===== config.mk =====
export PLATFORM = sky130hd
export DESIGN_NAME = json_root_key_value_extractor
export DESIGN_NICKNAME = d
export VERILOG_FILES = /design/src/sv/jrkv_pkg.sv /design/src/sv/jrkv_step.sv /design/src/sv/json_root_key_value_extractor.sv
export SDC_FILE = /design/constraint.sdc
export NUM_CORES = 2
export LEC_CHECK = 0
export BUFFER_PORTS_ARGS = -buffer_cell sky130_fd_sc_hd__buf_2
export CAP_MARGIN = 30
export CORE_ASPECT_RATIO = 1.4
export CORE_MARGIN = 5
export CORE_UTILIZATION = 60
export DETAILED_ROUTE_END_ITERATION = 10
export PLACE_DENSITY = 0.79
export REMOVE_ABC_BUFFERS = 1
export SYNTH_ARGS = -nofsm -noshare
export SYNTH_HDL_FRONTEND = slang
export SYNTH_SLANG_ARGS = --single-unit

===== constraint.sdc =====
create_clock -name clk -period 9.7 [get_ports clk]
set_input_delay 0.485 -clock clk [delete_from_list [all_inputs] [get_ports clk]]
set_output_delay 0.485 -clock clk [all_outputs]
set_load 0.02 [all_outputs]

===== src/sv/jrkv_pkg.sv =====
// ----------------------------------------------------------------------------
// jrkv_pkg
// Shared types, constants and helpers of the root-level JSON key/value
// extractor: payload structs, parser state, configuration set.
// ----------------------------------------------------------------------------
package jrkv_pkg;

  localparam int KEY_MAX        = 16;
  localparam int DEPTH_BITS     = 16;
  localparam int TOKEN_BITS     = $clog2(KEY_MAX + 2);
  localparam int CFG_INDEX_BITS = 3;
  localparam int BUF_SIZE_BITS  = 17;

  // configuration register indexes
  localparam logic [CFG_INDEX_BITS-1:0] REG_KEY_LOW    = 3'd0;
  localparam logic [CFG_INDEX_BITS-1:0] REG_KEY_HIGH   = 3'd1;
  localparam logic [CFG_INDEX_BITS-1:0] REG_KEY_LENGTH = 3'd2;
  localparam logic [CFG_INDEX_BITS-1:0] REG_VALUE_MODE = 3'd3;
  localparam logic [CFG_INDEX_BITS-1:0] REG_DEFAULT    = 3'd4;
  localparam logic [CFG_INDEX_BITS-1:0] REG_BUF_SIZE   = 3'd5;

  // value modes
  localparam logic [1:0] MODE_INT32  = 2'd0;
  localparam logic [1:0] MODE_INT64  = 2'd1;
  localparam logic [1:0] MODE_STRING = 2'd2;

  // parser phases
  localparam logic [2:0] PH_SCAN      = 3'd0;
  localparam logic [2:0] PH_AFTER_KEY = 3'd1;
  localparam logic [2:0] PH_VALUE     = 3'd2;
  localparam logic [2:0] PH_DIGITS    = 3'd3;
  localparam logic [2:0] PH_STRING    = 3'd4;
  localparam logic [2:0] PH_DONE      = 3'd5;

  // character codes
  localparam logic [7:0] CH_NUL       = 8'h00;
  localparam logic [7:0] CH_TAB       = 8'h09;
  localparam logic [7:0] CH_LF        = 8'h0A;
  localparam logic [7:0] CH_CR        = 8'h0D;
  localparam logic [7:0] CH_SPACE     = 8'h20;
  localparam logic [7:0] CH_QUOTE     = 8'h22;
  localparam logic [7:0] CH_MINUS     = 8'h2D;
  localparam logic [7:0] CH_ZERO      = 8'h30;
  localparam logic [7:0] CH_NINE      = 8'h39;
  localparam logic [7:0] CH_COLON     = 8'h3A;
  localparam logic [7:0] CH_LBRACKET  = 8'h5B;
  localparam logic [7:0] CH_BACKSLASH = 8'h5C;
  localparam logic [7:0] CH_RBRACKET  = 8'h5D;
  localparam logic [7:0] CH_LOWER_N   = 8'h6E;
  localparam logic [7:0] CH_LOWER_R   = 8'h72;
  localparam logic [7:0] CH_LOWER_T   = 8'h74;
  localparam logic [7:0] CH_LBRACE    = 8'h7B;
  localparam logic [7:0] CH_RBRACE    = 8'h7D;

  typedef struct packed {
    logic [7:0] text_byte;
    logic       end_of_text;
  } text_t;

  typedef struct packed {
    logic               has_char;
    logic [7:0]         char_byte;
    logic               is_final;
    logic               found;
    logic signed [63:0] int_value;
  } result_t;

  typedef struct packed {
    logic [63:0]              key_bytes_low;
    logic [63:0]              key_bytes_high;
    logic [4:0]               key_length;
    logic [1:0]               value_mode;
    logic signed [63:0]       default_value;
    logic [BUF_SIZE_BITS-1:0] buf_size;
  } cfg_t;

  typedef struct packed {
    logic [DEPTH_BITS-1:0]    nest_depth;
    logic                     inside_string;
    logic                     escape_pending;
    logic                     string_at_root;
    logic                     key_match_so_far;
    logic [TOKEN_BITS-1:0]    token_length;
    logic [2:0]               phase;
    logic                     minus_seen;
    logic [63:0]              accumulator;
    logic [BUF_SIZE_BITS-1:0] chars_emitted;
  } parse_t;

  function automatic parse_t parse_reset();
    parse_t p;
    p                  = '0;
    p.key_match_so_far = 1'b1;
    p.phase            = PH_SCAN;
    return p;
  endfunction

  function automatic logic [63:0] sext32(input logic [63:0] v);
    return {{32{v[31]}}, v[31:0]};
  endfunction

  function automatic logic [63:0] int_result(input logic [63:0] acc, input logic minus,
                                             input logic [1:0] mode);
    logic [63:0] v;
    v = minus ? (64'd0 - acc) : acc;
    return (mode == MODE_INT32) ? sext32(v) : v;
  endfunction

  function automatic logic [63:0] default_result(input logic [63:0] dflt,
                                                 input logic [1:0] mode);
    logic [63:0] r;
    case (mode)
      MODE_STRING: r = 64'd0;
      MODE_INT32:  r = sext32(dflt);
      default:     r = dflt;
    endcase
    return r;
  endfunction

endpackage


===== src/sv/jrkv_step.sv =====
// ----------------------------------------------------------------------------
// jrkv_step
// One parser step: from the current state, configuration and one text byte,
// forms the next state and at most one result.
// ----------------------------------------------------------------------------
module jrkv_step (
  input  jrkv_pkg::parse_t  state,
  input  jrkv_pkg::cfg_t    cfg,
  input  jrkv_pkg::text_t   item,
  output jrkv_pkg::parse_t  state_next,
  output jrkv_pkg::result_t result,
  output logic              result_valid
);

  localparam logic [jrkv_pkg::DEPTH_BITS-1:0] DEPTH_MAX = '1;
  localparam logic [jrkv_pkg::DEPTH_BITS-1:0] DEPTH_ONE = jrkv_pkg::DEPTH_BITS'(1);
  localparam logic [jrkv_pkg::TOKEN_BITS-1:0] TOKEN_FULL =
    jrkv_pkg::TOKEN_BITS'(jrkv_pkg::KEY_MAX);
  localparam logic [jrkv_pkg::TOKEN_BITS-1:0] TOKEN_OVER =
    jrkv_pkg::TOKEN_BITS'(jrkv_pkg::KEY_MAX + 1);

  logic [7:0]   b;
  logic         last;
  logic         ends;
  logic         is_space;
  logic         is_digit;
  logic [63:0]  digit;
  logic [127:0] key_vec;
  logic [3:0]   key_idx;
  logic [7:0]   key_b;
  logic [jrkv_pkg::TOKEN_BITS-1:0] tok_len;
  logic         tok_match;
  logic [jrkv_pkg::BUF_SIZE_BITS-1:0] chars_inc;
  logic [jrkv_pkg::BUF_SIZE_BITS-1:0] str_limit;
  logic [63:0]  acc_times10;
  jrkv_pkg::parse_t scan;
  jrkv_pkg::parse_t n;
  logic         has_char;
  logic [7:0]   ch;
  logic         fin;
  logic         found;
  logic [63:0]  ival;

  assign b        = item.text_byte;
  assign last     = item.end_of_text;
  assign ends     = (b == jrkv_pkg::CH_NUL) || last;
  assign is_space = (b == jrkv_pkg::CH_SPACE) || (b == jrkv_pkg::CH_TAB) ||
                    (b == jrkv_pkg::CH_LF) || (b == jrkv_pkg::CH_CR);
  assign is_digit = (b >= jrkv_pkg::CH_ZERO) && (b <= jrkv_pkg::CH_NINE);
  assign digit    = {60'd0, 4'(b - jrkv_pkg::CH_ZERO)};

  assign key_vec  = {cfg.key_bytes_high, cfg.key_bytes_low};
  assign key_idx  = 4'(state.token_length);
  assign key_b    = key_vec[{key_idx, 3'b000} +: 8];

  // raw byte of a string token against the key
  always_comb begin
    if (state.token_length < TOKEN_FULL) begin
      tok_len   = state.token_length + 1'b1;
      tok_match = state.key_match_so_far && (key_b == b);
    end else begin
      tok_len   = TOKEN_OVER;
      tok_match = 1'b0;
    end
  end

  assign acc_times10 = {state.accumulator[60:0], 3'b000} + {state.accumulator[62:0], 1'b0};
  assign chars_inc   = state.chars_emitted + 1'b1;
  assign str_limit   = (cfg.buf_size == '0) ? '0 : cfg.buf_size - 1'b1;

  // bracket and string tracking outside a value
  always_comb begin
    scan       = state;
    scan.phase = jrkv_pkg::PH_SCAN;
    if (state.inside_string) begin
      if (state.escape_pending) begin
        scan.escape_pending   = 1'b0;
        scan.token_length     = tok_len;
        scan.key_match_so_far = tok_match;
      end else if (b == jrkv_pkg::CH_BACKSLASH) begin
        scan.escape_pending   = 1'b1;
        scan.token_length     = tok_len;
        scan.key_match_so_far = tok_match;
      end else if (b == jrkv_pkg::CH_QUOTE) begin
        scan.inside_string = 1'b0;
        if (state.string_at_root && state.key_match_so_far &&
            cfg.key_length <= 5'(jrkv_pkg::KEY_MAX) &&
            5'(state.token_length) == cfg.key_length) begin
          scan.phase = jrkv_pkg::PH_AFTER_KEY;
        end
      end else begin
        scan.token_length     = tok_len;
        scan.key_match_so_far = tok_match;
      end
    end else if (b == jrkv_pkg::CH_LBRACE || b == jrkv_pkg::CH_LBRACKET) begin
      if (state.nest_depth != DEPTH_MAX) begin
        scan.nest_depth = state.nest_depth + 1'b1;
      end
    end else if (b == jrkv_pkg::CH_RBRACE || b == jrkv_pkg::CH_RBRACKET) begin
      if (state.nest_depth != '0) begin
        scan.nest_depth = state.nest_depth - 1'b1;
      end
    end else if (b == jrkv_pkg::CH_QUOTE) begin
      scan.inside_string    = 1'b1;
      scan.escape_pending   = 1'b0;
      scan.string_at_root   = (state.nest_depth == DEPTH_ONE);
      scan.key_match_so_far = 1'b1;
      scan.token_length     = '0;
    end
  end

  always_comb begin
    n        = state;
    has_char = 1'b0;
    ch       = 8'd0;
    fin      = 1'b0;
    found    = 1'b0;
    ival     = 64'd0;

    if (state.phase != jrkv_pkg::PH_DONE && b != jrkv_pkg::CH_NUL) begin
      case (state.phase)
        jrkv_pkg::PH_SCAN: begin
          n = scan;
        end
        jrkv_pkg::PH_AFTER_KEY: begin
          if (b == jrkv_pkg::CH_COLON) begin
            n.phase = jrkv_pkg::PH_VALUE;
          end else if (!is_space) begin
            n = scan;
          end
        end
        jrkv_pkg::PH_VALUE: begin
          if (is_space) begin
            n = state;
          end else if (cfg.value_mode == jrkv_pkg::MODE_STRING) begin
            if (b != jrkv_pkg::CH_QUOTE || cfg.buf_size == '0) begin
              fin = 1'b1;
            end else if (cfg.buf_size == jrkv_pkg::BUF_SIZE_BITS'(1)) begin
              fin   = 1'b1;
              found = 1'b1;
            end else begin
              n.phase          = jrkv_pkg::PH_STRING;
              n.escape_pending = 1'b0;
              n.chars_emitted  = '0;
            end
          end else if (b == jrkv_pkg::CH_MINUS) begin
            n.minus_seen = 1'b1;
            n.phase      = jrkv_pkg::PH_DIGITS;
          end else if (is_digit) begin
            n.accumulator = digit;
            n.phase       = jrkv_pkg::PH_DIGITS;
          end else begin
            fin   = 1'b1;
            found = 1'b1;
          end
        end
        jrkv_pkg::PH_DIGITS: begin
          if (is_digit) begin
            n.accumulator = acc_times10 + digit;
          end else begin
            fin   = 1'b1;
            found = 1'b1;
            ival  = jrkv_pkg::int_result(state.accumulator, state.minus_seen,
                                         cfg.value_mode);
          end
        end
        jrkv_pkg::PH_STRING: begin
          if (state.escape_pending) begin
            n.escape_pending = 1'b0;
            has_char         = 1'b1;
            case (b)
              jrkv_pkg::CH_LOWER_N: ch = jrkv_pkg::CH_LF;
              jrkv_pkg::CH_LOWER_T: ch = jrkv_pkg::CH_TAB;
              jrkv_pkg::CH_LOWER_R: ch = jrkv_pkg::CH_CR;
              default:              ch = b;
            endcase
          end else if (b == jrkv_pkg::CH_BACKSLASH) begin
            n.escape_pending = 1'b1;
          end else if (b == jrkv_pkg::CH_QUOTE) begin
            fin   = 1'b1;
            found = 1'b1;
          end else begin
            has_char = 1'b1;
            ch       = b;
          end
          if (has_char) begin
            n.chars_emitted = chars_inc;
            if (chars_inc >= str_limit) begin
              fin   = 1'b1;
              found = 1'b1;
            end
          end
        end
        default: begin
          n = state;
        end
      endcase
      if (fin) begin
        n.phase = jrkv_pkg::PH_DONE;
      end
    end

    // message end closes whatever is still open
    if (n.phase != jrkv_pkg::PH_DONE && ends) begin
      fin = 1'b1;
      case (n.phase)
        jrkv_pkg::PH_SCAN, jrkv_pkg::PH_AFTER_KEY: begin
          found = 1'b0;
          ival  = jrkv_pkg::default_result(cfg.default_value, cfg.value_mode);
        end
        jrkv_pkg::PH_VALUE: begin
          found = (cfg.value_mode != jrkv_pkg::MODE_STRING);
          ival  = 64'd0;
        end
        jrkv_pkg::PH_DIGITS: begin
          found = 1'b1;
          ival  = jrkv_pkg::int_result(n.accumulator, n.minus_seen, cfg.value_mode);
        end
        default: begin
          found = 1'b1;
          ival  = 64'd0;
          // dangling backslash comes out as itself
          if (n.escape_pending && !has_char) begin
            ch       = jrkv_pkg::CH_BACKSLASH;
            has_char = 1'b1;
          end
        end
      endcase
      n.phase = jrkv_pkg::PH_DONE;
    end

    if (ends) begin
      n = jrkv_pkg::parse_reset();
    end
  end

  assign state_next       = n;
  assign result_valid     = has_char || fin;
  assign result.has_char  = has_char;
  assign result.char_byte = has_char ? ch : 8'd0;
  assign result.is_final  = fin;
  assign result.found     = fin && found;
  assign result.int_value = fin ? ival : 64'd0;

endmodule


===== src/sv/json_root_key_value_extractor.sv =====
// ----------------------------------------------------------------------------
// json_root_key_value_extractor
// Pulls the value of one configured key out of the root object of a JSON
// text that arrives one byte per transaction.
// ----------------------------------------------------------------------------
// Usage
// text channel: one byte per transaction (text_valid, text_stall, text).
//   A zero byte or a byte flagged end_of_text closes the message.
// result channel: results in order (result_valid, result_stall, result).
//   String mode gives one result per decoded character; every message ends
//   with exactly one result that has is_final set.
// cfg channel: cfg_ready is always high; write registers only while idle.
// Pipeline: a byte is taken into the input register; its result, if any, is
//   registered in the output register once that register is free.
// Throughput: one byte per cycle while no result is stalled, set by the single
//   parser step between the input register and the output register.
// Stall: while a result waits, the input register still takes one byte;
//   text_stall rises only when that byte is held behind the stalled result.
// Reset (rst, synchronous): registers return to their reset values, both
//   registers empty, parser at the start of a message.
// ----------------------------------------------------------------------------
module json_root_key_value_extractor (
  input  logic                                   clk,
  input  logic                                   rst,
  input  logic                                   text_valid,
  output logic                                   text_stall,
  input  jrkv_pkg::text_t                        text,
  output logic                                   result_valid,
  input  logic                                   result_stall,
  output jrkv_pkg::result_t                      result,
  input  logic                                   cfg_valid,
  output logic                                   cfg_ready,
  input  logic [jrkv_pkg::CFG_INDEX_BITS-1:0]    cfg_index,
  input  logic [63:0]                            cfg_data
);

  jrkv_pkg::cfg_t    cfg;
  jrkv_pkg::parse_t  state;
  jrkv_pkg::parse_t  state_next;
  jrkv_pkg::text_t   item;
  logic              item_valid;
  jrkv_pkg::result_t step_result;
  logic              step_valid;
  logic              advance;
  logic              text_take;

  assign cfg_ready  = 1'b1;
  assign advance    = item_valid && (!result_valid || !result_stall);
  assign text_stall = item_valid && !advance;
  assign text_take  = text_valid && !text_stall;

  always_ff @(posedge clk) begin
    if (rst) begin
      cfg.key_bytes_low  <= 64'd0;
      cfg.key_bytes_high <= 64'd0;
      cfg.key_length     <= 5'd0;
      cfg.value_mode     <= jrkv_pkg::MODE_INT32;
      cfg.default_value  <= 64'sd0;
      cfg.buf_size       <= jrkv_pkg::BUF_SIZE_BITS'(256);
    end else if (cfg_valid && cfg_ready) begin
      case (cfg_index)
        jrkv_pkg::REG_KEY_LOW:    cfg.key_bytes_low  <= cfg_data;
        jrkv_pkg::REG_KEY_HIGH:   cfg.key_bytes_high <= cfg_data;
        jrkv_pkg::REG_KEY_LENGTH: cfg.key_length     <= cfg_data[4:0];
        jrkv_pkg::REG_VALUE_MODE: cfg.value_mode     <= cfg_data[1:0];
        jrkv_pkg::REG_DEFAULT:    cfg.default_value  <= cfg_data;
        jrkv_pkg::REG_BUF_SIZE:   cfg.buf_size       <= cfg_data[jrkv_pkg::BUF_SIZE_BITS-1:0];
        default: ;
      endcase
    end
  end

  // input register
  always_ff @(posedge clk) begin
    if (rst) begin
      item_valid <= 1'b0;
    end else if (text_take) begin
      item_valid <= 1'b1;
    end else if (advance) begin
      item_valid <= 1'b0;
    end
  end

  always_ff @(posedge clk) begin
    if (text_take) begin
      item <= text;
    end
  end

  jrkv_step u_step (
    .state        (state),
    .cfg          (cfg),
    .item         (item),
    .state_next   (state_next),
    .result       (step_result),
    .result_valid (step_valid)
  );

  always_ff @(posedge clk) begin
    if (rst) begin
      state <= jrkv_pkg::parse_reset();
    end else if (advance) begin
      state <= state_next;
    end
  end

  // output register
  always_ff @(posedge clk) begin
    if (rst) begin
      result_valid <= 1'b0;
    end else if (advance && step_valid) begin
      result_valid <= 1'b1;
    end else if (!result_stall) begin
      result_valid <= 1'b0;
    end
  end

  always_ff @(posedge clk) begin
    if (advance && step_valid) begin
      result <= step_result;
    end
  end

endmodule


==> metrics.csv <==
stage,metric,value,unit
pwr,Pint,2.88,mW
global_route,initial antenna violation count,5,
clock_network,clock sink count,412,
clock_network,post-CTS sizing,0,
critical_path,worst-path cell chain,"inv_1, fa_1, inv_1, fa_1, a21oi_1, o221ai_1, a211oi_2, xnor2_1, a22o_1, or4_1, nor4b_2, and3_1, a31oi_1, xnor2_1, o211ai_1, buf_4, o211ai_1",
timing,Setup-failing EPs final,0,
hold_path,Hold Path Cell Cnt,1,
pwr,overall power,3.83,mW
pwr,Peak VDD IR,0.177,mV
clock_network,# Post-CTS Setup Buffers,0,
timing,total negative slack,0,ns
critical_path,"Arr. time, crit path",7.14,ns
clock_network,clk slew on worst S/H paths,0.07,ns
pwr,P per Cell Area,124,mW/mm^2
synthesis,sequential cell area fraction in the yosys report,0.320,
route,drt drc,0,
synthesis,Synth Instances,3644,
critical_path,slowest CP cell,o211ai_1,
cells_and_area,"Design Area, Final",0.0310,mm^2
timing,final-report hold violation count,0,
route,drt pass-1 iters,8,
global_route,grt ovf,0,
global_route,first-pass GRT wire length,154000,um
critical_path,CP max FO,15,
critical_path,Setup CP Type,flop to flop,
timing,minimum clock period,6.81,ns
pwr,clock share of power,0.467,
route,DR iter-0 viols,3366,
place,Area after DPL,0.0294,mm^2
route,Antenna Nets Post-Route,0,
synthesis,Synth Flop Type,dfxtp_1,
cells_and_area,Total Nets Final,3864,
critical_path,Critical R2R Capture,result[32]$_SDFFCE_PN0P_,
timing,Slew @ Worst Pin,1.28,ns
hold_path,WHS Endpoint,item[1]$_DFFE_PP_,
pwr,Psw,953,uW
timing,Slew HR,0.147,
timing,RSZ-0062 raised after global routing,no,
synthesis,post-synth top area share,0.231,
critical_path,Crit path required time,10.03,ns
synthesis,Synth top cells by count,"640 x nand2_1, 407 x a21oi_1, 328 x dfxtp_1",
cells_and_area,area added between synthesis and finish,8.87,%
global_route,largest net degree at the start of global routing,226,
clock_network,cts bufs inserted,41,
die,io pins,159,
route,per-cell routed wire length,23.6,um
timing,"Slew Viols, Final",0,
hold_path,worst hold path class,input port to flop,
die,Cell Rows,94,
synthesis,post-synthesis async set-or-reset flop share,0,
synthesis,post-synth top area cell,dfxtp_1,
clock_network,htree depth,2,
cells_and_area,area of the multi-input gates,0.0183,mm^2
cells_and_area,Storage cell area,0.00909,mm^2
synthesis,Synth Area per Inst,7.81,um^2
cells_and_area,FILL cells,4132,
die,Die H,268,um
global_route,vias in the first global route,26871,
place,"worst slack, placed",3.03,ns
pwr,sw frac,0.249,
place,dpl hpwl,74100,um
timing,post-route clock period utilization,0.702,
timing,skew final,0.0304,ns
synthesis,top post-synthesis cells by area,"dfxtp_1 23%, edfxtp_1 8.9%, nand2_1 8.4%",
clock_network,Hold Buf Count CTS,0,
pwr,Static Leak,12.0,nW
die,die width,194,um
critical_path,crit-path max cell delay,0.85,ns
die,Initial Utilization,0.606,
die,die area,0.0519,mm^2
run_status,outcome,completed,
synthesis,"count leader, synth",nand2_1,
timing,Max Fclk,147,MHz
timing,setup ws final,2.89,ns
die,Core Box Area,0.0469,mm^2
place,input/output buffers,157,
synthesis,#FFs+latches synth,412,
synthesis,Synth Warn #,0,
critical_path,worst r2r src,item[4]$_DFFE_PP_,
hold_path,hold wc startpoint,text[1],
critical_path,Critical Path Source Type,flop,
clock_network,CTS tree,done,
route,via count,29082,
global_route,Tot GR Track Use,0.370,
synthesis,"Cell Area, Synth",0.0284,mm^2
synthesis,Yosys cell types,94,
place,RePlAce Congestion,1.06,
clock_network,clk_lat worst skew,0.61,ns
critical_path,R2R depth,17,
cells_and_area,layout cells sized above 1,0.102,
clock_network,root buf cell,clkbuf_16,
critical_path,critical path capture point type,flop,
route,Post-Route WL,101000,um
pwr,combinational fraction of design power,0.062,
synthesis,"EDFF count, synth",84,
pwr,sequential power share,0.471,
route,via density per instance,6.78,
clock_network,clk buf depth,3,
critical_path,reg2reg setup slack,2.89,ns
job,Max-Cap Viols,0,
==> logic make-up after synthesis <==
group / count (synthesis) / synth area share
flops: 412 / 0.320
buf+inv: 294 / 0.0404
simple gates: 1424 / 0.231
compound gates: 1116 / 0.246
fa+ha+maj: 151 / 0.0669
other cells: 1 / 0.000132
xor+xnor: 176 / 0.0542
mux: 70 / 0.0423
==> routing by layer <==
layer  track usage  vias up  share of wire
li1              -    13294              -
met5             0        -        0.00054
met2         0.624     1696           0.47
met3        0.0575      456          0.085
met1         0.433    13628           0.36
met4         0.255        8          0.087
==> area by class of cell <==
type                       count  share of cell area
tap                          624              0.0252
antenna                        1           0.0000808
clock inverter                13             0.00844
clock buffer                  62              0.0410
multi-input combinational   2938               0.590
sequential                   412               0.294
inverter                      45             0.00545
timing repair buffer         194              0.0359
==> cells in the final DEF (no fill, tap or decap), types with 25 or more instances in the layout <==
master	netlist	routed
o21ai_0	210	209
a22oi_1	104	104
a31oi_1	28	27
o31ai_1	40	40
nor2_1	309	305
inv_1	45	45
or3_1	28	28
o22ai_1	43	43
mux2i_1	28	28
xor2_1	83	83
edfxtp_1	84	84
and3_1	36	35
nor4_1	31	31
ha_1	149	149
nor3_1	68	66
mux4_2	40	40
nand4_1	59	59
or4_1	25	25
nand2_1	640	637
dfxtp_1	328	326
o211ai_1	37	37
buf_2	19	156
o21a_1	31	31
a21oi_1	407	406
clkbuf_16	0	44
xnor2_1	93	93
nand3_1	74	72
nand2b_1	33	32
buf_4	4	34
a21o_1	35	35
==> power by group through the flow <==
stage / clock [mW] / sequential [mW] / combinational (mW)
global placement: 0 / 1.84 / 0.228
floorplan: 0 / 1.85 / 0.102
detailed placement: 0 / 1.84 / 0.231
global route: 1.87 / 1.81 / 0.252
finish: 1.79 / 1.80 / 0.237
CTS: 1.79 / 1.80 / 0.232
==> state kept, by name, indices dropped and copies added, names as in the netlist <==
| register | count |
|---|---|
| result | 75 |
| item | 9 |
| result_valid | 1 |
| cfg | 216 |
| item_valid | 1 |
| state | 110 |
==> how the worst max path moves through the flow <==
stage / end / slack (ns) / start / depth (start not counted)
final: result[32]$_SDFFCE_PN0P_ / 2.89 / item[4]$_DFFE_PP_ / 17
after CTS: result[32]$_SDFFCE_PN0P_ / 3.03 / item[4]$_DFFE_PP_ / 17
after floorplan: result[0]$_SDFFCE_PN0P_ / 1.57 / state[0]$_SDFFE_PP0P_ / 19
after detailed placement: result[38]$_SDFFCE_PN0P_ / 3.03 / item[4]$_DFFE_PP_ / 17
after global placement: result[57]$_SDFFCE_PN0P_ / 3.16 / item[4]$_DFFE_PP_ / 17
after global routing: result[35]$_SDFFCE_PN0P_ / 2.60 / item[4]$_DFFE_PP_ / 17
==> per-stage QoR <==
stage	instances	hold slack (ns)	util
after detailed placement	4213	0.443	0.627
after global routing	4288	0.0708	0.660
after floorplan	3395	0.427	-
final	4289	0.0755	0.660
after global placement	4211	0.439	0.626
after CTS	4288	0.0676	0.660
==> worst max-delay path: cells and delay by family (launching register included) <==
kind / cells / cell delay, ns
compound gates: 7 / 2.38
simple gates: 3 / 1.67
fa+ha+maj: 2 / 1.00
buf+inv: 3 / 0.62
flops: 1 / 0.54
xor+xnor: 2 / 0.33
Power figures use the tool's default switching activity.
